$ cat config.mk
export PLATFORM = sky130hd
export DESIGN_NAME = ptpq_div
export DESIGN_NICKNAME = d
export VERILOG_FILES = /design/src/hw/rtl/ptpq_div.sv
export SDC_FILE = /design/constraint.sdc
export NUM_CORES = 1
export LEC_CHECK = 0
export BUFFER_PORTS_ARGS = -buffer_cell sky130_fd_sc_hd__buf_2
export CORE_ASPECT_RATIO = 0.75
export CORE_MARGIN = 4
export CORE_UTILIZATION = 54
export CTS_CLUSTER_DIAMETER = 150
export DETAILED_ROUTE_END_ITERATION = 8
export PLACE_DENSITY_LB_ADDON = 0.25
export SLEW_MARGIN = 20
export SYNTH_ARGS = -nofsm -noshare
export SYNTH_HDL_FRONTEND = slang
export SYNTH_SLANG_ARGS = --single-unit
$ cat constraint.sdc
create_clock -name clk -period 5.2 [get_ports clk]
set_input_delay 1.04 -clock clk [delete_from_list [all_inputs] [get_ports clk]]
set_output_delay 1.04 -clock clk [all_outputs]
set_load 0.05 [all_outputs]
$ cat src/hw/rtl/ptpq_div.sv
// Pipelined restoring divider, one quotient bit per register stage.
`timescale 1ns / 1ps

module ptpq_div #(
    parameter int DVD_W = 8,
    parameter int DVS_W = 4,
    parameter int Q_W   = 4
) (
    input  logic             clk,
    input  logic             en,
    input  logic [DVD_W-1:0] dividend,
    input  logic [DVS_W-1:0] divisor,
    output logic [Q_W-1:0]   quotient
);

    // The upper dividend bits must already be below the divisor.
    logic [DVS_W-1:0] rem_reg [Q_W];
    logic [Q_W-1:0]   lq_reg  [Q_W];
    logic [DVS_W-1:0] dvs_reg [Q_W];

    for (genvar i = 0; i < Q_W; i++)
    begin : g_step
        logic [DVS_W-1:0] rem_prev;
        logic [Q_W-1:0]   lq_prev;
        logic [DVS_W-1:0] dvs_prev;
        logic [DVS_W:0]   rem_sh;
        logic [DVS_W:0]   diff;
        logic             ge;
        logic [DVS_W-1:0] rem_next;
        logic [Q_W-1:0]   lq_next;

        if (i == 0)
        begin : g_first
            assign rem_prev = DVS_W'(dividend[DVD_W-1:Q_W]);
            assign lq_prev  = dividend[Q_W-1:0];
            assign dvs_prev = divisor;
        end
        else
        begin : g_rest
            assign rem_prev = rem_reg[i-1];
            assign lq_prev  = lq_reg[i-1];
            assign dvs_prev = dvs_reg[i-1];
        end

        // Low dividend bits shift out at the top while quotient bits enter below.
        always_comb
        begin
            rem_sh   = {rem_prev, lq_prev[Q_W-1]};
            diff     = rem_sh - {1'b0, dvs_prev};
            ge       = (rem_sh >= {1'b0, dvs_prev});
            rem_next = ge ? diff[DVS_W-1:0] : rem_sh[DVS_W-1:0];
            lq_next  = {lq_prev[Q_W-2:0], ge};
        end

        always_ff @(posedge clk)
        begin
            if (en)
            begin
                rem_reg[i] <= rem_next;
                lq_reg[i]  <= lq_next;
                dvs_reg[i] <= dvs_prev;
            end
        end
    end

    assign quotient = lq_reg[Q_W-1];

endmodule

==> results.yml <==
flow_run:
  cap_violations: 0
cts:
  cts_root_buffer: "clkbuf_8"
  cts.sinks: 40
  cts_setup_buffers: 0
  cts_tree: "yes"
  postCtsHoldBufs: 0
  clk_pin_slew_ps: 70
  cts_made_buffers: 5
  ctsResizeCount: 0
  cts.path.max_buffers: 2
  insertion_delay_ps: 280
  htreeDepth: 2
setup_path:
  crit_path_start: "dividend[5]"
  setup.worst_path.end: "rem_reg[0][2]"
  reg2reg_from: "rem_reg[1][1]"
  cp-start-kind: "input port"
  reg2reg_slack_ps: 3440
  worstPathArrival_ps: 2210
  reg2reg_depth: 5
  critical_path_class: "input port to flop"
  required_ps: 5230
  worst-path-max-fanout: 4
  cp-end-kind: "flop"
  crit-reg2reg-capture: "rem_reg[2][2]"
logic_synthesis:
  synthSimpleGateAreaFrac_pct: 8.54
  syn_nets: 169
  synth_area_per_cell_sq_um: 14.1
  synth_compound_area_share_pct: 4.17
  synthCells: 136
  synthAdderAreaFrac_pct: 13.6
  synth_cell_type_count: 18
  synth_top_family_by_area: "adder cells"
  synth_xor_area_share_pct: 1.37
  yosysSeqAreaShare_pct: 62.6
  syn_area_sq_um: 1920
  yosys_warnings: 0
  ys_seq_elements: 40
  synthMuxAreaShare_pct: 5.48
global_route:
  grt_pass1_vias: 1099
  grt_start_max_net_pins: 41
  antenna_found_initial: 0
  grt_pass1_wl_um: 4680
  track_usage_pct: 13.8
  gr-total-overflow: 0
power:
  power_density_nw_per_um2: 363
  power_leakage_nw: 0.896
  peakVddDrop_uv: 193
  finalPower_mw: 0.775
timing:
  period_minus_slack_ps: 2180
  rsz0062_at_grt: "false"
  max_freq_mhz: 459
  max_slew_margin_pct: 44.0
  worst_clock_skew_ps: 8.19
  slew_violations: 0
  setup_viol: 0
  hold_viol_final: 0
  period_share_pct: 41.9
  worstMarginPinSlew_ps: 839
  tns_ps: 0
drt:
  wl_per_cell_um: 12.6
  drt_iter0_markers: 42
  routed_wl_um: 2520
  ant_nets: 0
  num_vias: 1035
  first_pass_iters: 4
  vias_per_cell: 5.18
  drc: 0
floorplanning:
  die-area_sq_um: 4580
  initial_core_util_pct: 57.2
  core-area_sq_um: 3360
  ios: 18
  chipHeight_um: 59.6
  die_w_um: 76.8
  fp-row-count: 18
layout:
  antenna_cells: 0
  drive_gt1_share_pct: 20.6
  num-nets-final: 193
  area_growth_syn_to_layout_pct: 11.3
  largest_reg_flops: 16
worst_hold_path:
  hp-class: "flop to flop"
placement:
  dp_hpwl_um: 1930
  port_buffers: 17
  place_congestion: 0.780
status:
  status: "finished, final reports clean"
[layout by cell type, fill, tap and decap left out, types with 4 or more instances in the layout]
| cell type | n |
|---|---|
| mux2i_1 | 6 |
| buf_2 | 17 |
| nand2b_1 | 4 |
| nor2_1 | 12 |
| ha_1 | 16 |
| nor3_1 | 6 |
| clkbuf_8 | 5 |
| inv_1 | 22 |
| edfxtp_1 | 40 |
[worst max-delay path, stage by stage]
cell     delay, ps
buf_2          110
ha_1           350
o21ai_1        190
a21oi_2         70
nor2_4         150
mux2_4         310
[logic make-up (layout without fill, tap and decap cells)]
group	after synthesis	in the layout
flip-flops	40	40
AND/OR/NAND/NOR	31	31
buffers and inverters	22	46
adder cells (fa/ha/maj)	19	19
AO/OA/AOI/OAI	12	12
multiplexers	9	9
XOR/XNOR	3	3
[power by group]
| group | internal, mW | leakage (nW) | total [mW] | switching (mW) |
|---|---|---|---|---|
| Sequential | 0.407 | 0.389 | 0.421 | 0.0139 |
| Clock | 0.0906 | 0.0400 | 0.188 | 0.0974 |
| Combinational | 0.0734 | 0.467 | 0.166 | 0.0927 |
[worst min-delay path by stage]
| stage | start | to | slack (ps) | cells past startpoint |
|---|---|---|---|---|
| 6_report | lq_reg[0][1] | lq_reg[1][2] | 420 | 0 |
| 5_1_grt | lq_reg[0][1] | lq_reg[1][2] | 430 | 0 |
| 4_1_cts | lq_reg[0][1] | lq_reg[1][2] | 420 | 0 |
| 3_5_place_dp | lq_reg[0][1] | lq_reg[1][2] | 410 | 0 |
| 3_3_place_gp | lq_reg[2][2] | lq_reg[3][3] | 400 | 0 |
| 2_1_floorplan | lq_reg[0][0] | lq_reg[1][1] | 400 | 0 |
[cells in the mapped netlist]
cell       n  area share (%)
ha_1      16              10
nor2_1    12             2.3
xnor2_1    3             1.4
nor2_4     3             1.8
nor3_1     6             1.6
inv_1     22             4.3
nand2b_1   4             1.3
mux2_4     3             2.3
fa_1       3             3.1
a21oi_2    3             1.4
nand4_1    3            0.98
edfxtp_1  40              63
o21ai_1    3            0.78
a211o_1    1            0.46
a21oi_1    3            0.78
a21o_1     2            0.78
mux2i_1    6             3.1
nand2_1    3            0.59
[layout make-up]
type | count | area, sq um
timing repair buffer | 17 | 85.1
multi-input combinational | 74 | 636
inverter | 22 | 82.6
tap | 40 | 50.0
clock inverter | 2 | 12.5
fill | 247 | 1220
sequential | 40 | 1200
clock buffer | 5 | 68.8
[metrics by stage]
step	hold WS (ps)	setup slack (ps)	cell area, sq um	utilization [%]	cells
floorplan	400	2920	1920	-	136
global placement	402	2790	2050	61.2	193
CTS	420	3050	2140	63.6	200
global route	429	2970	2140	63.6	200
finish	418	3020	2140	63.6	200
detailed placement	407	2740	2050	61.2	193
[per-layer routing]
| metal | GRT usage (%) | share of wire (%) | up-vias |
|---|---|---|---|
| met5 | 0 | 0 | - |
| met4 | 6.20 | 0.95 | 0 |
| met3 | 5.62 | 4.7 | 2 |
| met2 | 25.4 | 57 | 18 |
| met1 | 14.1 | 38 | 490 |
| li1 | - | - | 525 |
(Power assumes the default switching activity.)
