[config.mk]
export PLATFORM = sky130hd
export DESIGN_NAME = ptpq_isqrt
export DESIGN_NICKNAME = d
export VERILOG_FILES = /design/src/hw/rtl/ptpq_isqrt.sv
export SDC_FILE = /design/constraint.sdc
export NUM_CORES = 1
export LEC_CHECK = 0
export ABC_AREA = 1
export BUFFER_PORTS_ARGS = -buffer_cell sky130_fd_sc_hd__buf_2
export CAP_MARGIN = 20
export CORE_AREA = 2 2 39 41
export DETAILED_ROUTE_END_ITERATION = 10
export DIE_AREA = 0 0 41 43
export SLEW_MARGIN = 10
export SYNTH_ARGS = -nofsm -noshare
export SYNTH_HDL_FRONTEND = slang
export SYNTH_SLANG_ARGS = --single-unit
[constraint.sdc]
create_clock -name clk -period 1 [get_ports clk]
set_clock_uncertainty 0.1 [all_clocks]
set_input_delay 0.1 -clock clk [delete_from_list [all_inputs] [get_ports clk]]
set_output_delay 0.1 -clock clk [all_outputs]
set_load 0.005 [all_outputs]
[src/hw/rtl/ptpq_isqrt.sv]
// Pipelined integer square root, one result bit per register stage.
`timescale 1ns / 1ps

module ptpq_isqrt #(
    parameter int IN_W = 4
) (
    input  logic                     clk,
    input  logic                     en,
    input  logic [IN_W-1:0]          radicand,
    output logic [(IN_W+1)/2-1:0]    root
);

    localparam int K  = (IN_W + 1) / 2;
    localparam int RW = K + 2;
    localparam int XW = 2 * K;

    logic [RW-1:0] rem_reg  [K];
    logic [K-1:0]  root_reg [K];
    logic [XW-1:0] x_reg    [K];

    for (genvar i = 0; i < K; i++)
    begin : g_step
        logic [RW-1:0] rem_prev;
        logic [RW-1:0] rem_sh;
        logic [RW-1:0] trial;
        logic [RW-1:0] rem_next;
        logic [K-1:0]  root_prev;
        logic [K-1:0]  root_next;
        logic [XW-1:0] x_prev;
        logic [XW-1:0] x_next;

        if (i == 0)
        begin : g_first
            assign rem_prev  = '0;
            assign root_prev = '0;
            assign x_prev    = XW'(radicand);
        end
        else
        begin : g_rest
            assign rem_prev  = rem_reg[i-1];
            assign root_prev = root_reg[i-1];
            assign x_prev    = x_reg[i-1];
        end

        // The remainder never exceeds twice the partial root, so K bits carry it.
        always_comb
        begin
            rem_sh = {rem_prev[K-1:0], x_prev[XW-1 -: 2]};
            trial  = {root_prev, 2'b01};
            if (rem_sh >= trial)
            begin
                rem_next  = rem_sh - trial;
                root_next = {root_prev[K-2:0], 1'b1};
            end
            else
            begin
                rem_next  = rem_sh;
                root_next = {root_prev[K-2:0], 1'b0};
            end
            x_next = {x_prev[XW-3:0], 2'b00};
        end

        always_ff @(posedge clk)
        begin
            if (en)
            begin
                rem_reg[i]  <= rem_next;
                root_reg[i] <= root_next;
                x_reg[i]    <= x_next;
            end
        end
    end

    assign root = root_reg[K-1];

endmodule

==> results by group <==
Worst setup path
  – Worst Path Arrival: 1.02 ns
  – Worst EP required: 0.90 ns
  – Crit-path max FO: 1
  – CP endpoint kind: register
  – CP startpoint kind: register
  – Crit Path Category: reg -> reg

Detailed routing
  – Vias: 163
  – Via/cell ratio: 3.54
  – Remaining DRCs: 0
  – Router iterations before antenna repair: 2
  – Starting DRT DRC Count: 3
  – Routed len/inst: 7.98 microns
  – Post-Route WL: 367 microns
  – Final ANT Viol Nets: 0

Yosys
  – Post-synth EDFFs: 7
  – Avg Inst Size Synth: 15.3 sq um
  – Ranking of synthesized cells by area: edfxtp_1, ha_1, inv_1, nand2_1, nor2_1
  – Post-synthesis mux area share: 0%
  – XOR/XNOR Fraction of Synth Area: 0%
  – Most common cell in the synthesized netlist: edfxtp_1
  – Net Count, Synth: 24
  – Synth top cells by count: edfxtp_1, inv_1, nand2_1, nor2_1
  – Yosys top cell area share: 80.8%
  – Yosys reg bits: 7
  – Adder-Cell Fraction of Synth Area: 4.81%
  – Mapped Area: approximately 260 sq um
  – Cells after Synth: 17
  – Main combinational cell family by area after synthesis: simple AND/OR/NAND/NOR gates
  – Ys Warns: 0
  – Synth Area in Compound Gates: 1.92%
  – Cell taking the most area after synthesis: edfxtp_1
  – Fraction of registers with async set/reset: 0%
  – Commonest register cell after synthesis: edfxtp_1
  – Synth unique cells: 7
  – Sequential-to-total area share from yosys stat: between 80% and 90%
  – Simple-Gate Fraction of Synth Area: under 10%

Layout
  – Filler Cell Count: 142
  – Max reg flops: 3
  – Layout Nets: 38
  – Layout area overhead: 38.9%
  – Seq. cell area: around 210 sq um
  – Area of the multi-input gates: 38.8 sq um
  – N_diodes: 0
  – Ratio of cells with drive above 1 in the final layout: 33.3%

Die
  – Core Box Area: 1380 sq um
  – IO Count: 8
  – Die Width: around 41 microns
  – Die height: 43 microns
  – Initial Util: between 10% and 20%
  – Die area: 1760 sq um
  – Row count: 14

Clock network
  – CTS tree: yes
  – CTS Sinks: 7
  – Postcts setup bufs: 0
  – CTS root buf: clkbuf_4
  – Clk buf depth: 2
  – H-tree depth: 1
  – TritonCTS buffer count: 3
  – Worst-Skew Late Latency: 0.25 ns
  – Worst-path clk slew: 0.05 ns

Timing
  – Worst setup margin: -0.122 ns
  – Setup_tns: -0.122 ns
  – Unrepaired setup endpoints after global routing: true
  – Worst relative slew slack: 89.5%
  – Post-route minimum period: 1.12 ns
  – Setup Viol. Count Final: 1
  – Min Hold Slack: about 0.043 ns
  – Final hold viol count: 0
  – Period utilization: 112%
  – F_max: 891 MHz
  – Fin. max-slew vios: 0
  – Actual slew at the worst max-slew pin: 0.158 ns

Global route
  – Largest net degree at the start of global routing: 8
  – Total grt overflow: 0
  – Initial antenna violation count: 0
  – Vias in the first global route: 162
  – GRT Total Usage: between 5 and 6%
  – Global-route wire length before repair: 593 microns

Min path
  – Hold crit path type: in -> reg

Power and ir drop
  – Logic pwr share: between 6 and 7%
  – Peak VDD IR: 0.000686 V
  – Pint: 526 uW
  – PD cells: 1800 nW/um^2
  – P_sw: 123 uW
  – Flop pwr share: 55.0%
  – Sw Share: 18.9%
  – Power share of the clock group: 38.1%
  – Leak: 0.000155 uW
  – Total power: 649 uW

Job
  – MaxCap Viol Count: 0

Placement
  – GPL Wtd Cong: roughly 0.62
  – Port bufs: 7

Run status
  – Status: finished, violations left
  – Failing checks: negative setup slack
[layout make-up]
class / instances / area share (%)
Inverter: 3 / 3.11
Timing Repair Buffer: 9 / 15.2
Tap cell: 16 / 5.54
Multi-Input combinational cell: 7 / 10.7
Clock buffer: 4 / 7.27
Sequential cell: 7 / 58.1
[worst max-delay path, cell delays in order (launching register included)]
cell      delay, ns
edfxtp_1       0.36
ha_1           0.29
o21ai_1        0.07
nand2_1        0.06
[placed cells by master (no fill, tap or decap), drive strengths merged]
| cell type | count |
|---|---|
| clkbuf | 4 |
| buf | 7 |
| ha | 1 |
| o21ai | 1 |
| or2 | 1 |
| nor2 | 2 |
| edfxtp | 7 |
| inv | 3 |
| dlygate4sd3 | 2 |
| nand2 | 2 |
[per-layer routing]
| layer | up-vias | part of all wire, % | GRT usage (%) |
|---|---|---|---|
| li1 | 82 | - | - |
| met1 | 70 | 40 | 5.67 |
| met2 | 11 | 44 | 7.19 |
| met3 | 0 | 15 | 7.85 |
| met4 | 0 | 0 | 0 |
| met5 | - | 0 | 0 |
[power by group through the flow]
stage | clock network, uW | logic, uW | registers (uW)
after floorplan | 0 | 14.9 | 362
after global placement | 0 | 39.6 | 361
after detailed placement | 0 | 39.6 | 363
after CTS | 260 | 45.8 | 357
after global routing | 272 | 53.2 | 359
final | 247 | 45.1 | 357
[logic make-up after synthesis]
family,Yosys count
compound gates,1
buf+inv,3
simple gates,5
flops,7
fa+ha+maj,1
[per-stage QoR]
stage / cell area (sq um) / cells / utilization, % / setup slack, ns
2_1_floorplan: 260 / 17 / - / -0.0933
3_3_place_gp: 315 / 40 / 22.8 / -0.120
3_5_place_dp: 315 / 40 / 22.8 / -0.132
4_1_cts: 362 / 46 / 26.1 / -0.132
5_1_grt: 362 / 46 / 26.1 / -0.203
6_report: 362 / 46 / 26.1 / -0.122
[path summary, 6_finish.rpt]
path	startpoint	end	slack (ns)	cells after the start
max	rem_reg[0][0]$_DFFE_PP_	root_reg[0][2]$_DFFE_PP_	-0.12	3
min	radicand[3]	rem_reg[0][1]$_DFFE_PP_	0.04	3
max reg2reg	rem_reg[0][0]$_DFFE_PP_	root_reg[0][2]$_DFFE_PP_	-0.12	3
min reg2reg	root_reg[0][0]$_DFFE_PP_	root_reg[0][3]$_DFFE_PP_	0.34	0
[repair_timing]
| item | CTS | global route |
|---|---|---|
| hold buffers | 2 | 0 |
| endpoints found under the setup margin | 1 | 1 |
| gates resized for setup | 0 | 0 |
| endpoints found under the hold margin | 2 | 0 |
| pin swaps | 2 | 1 |
Note: power is estimated with default switching activity, not from simulation.
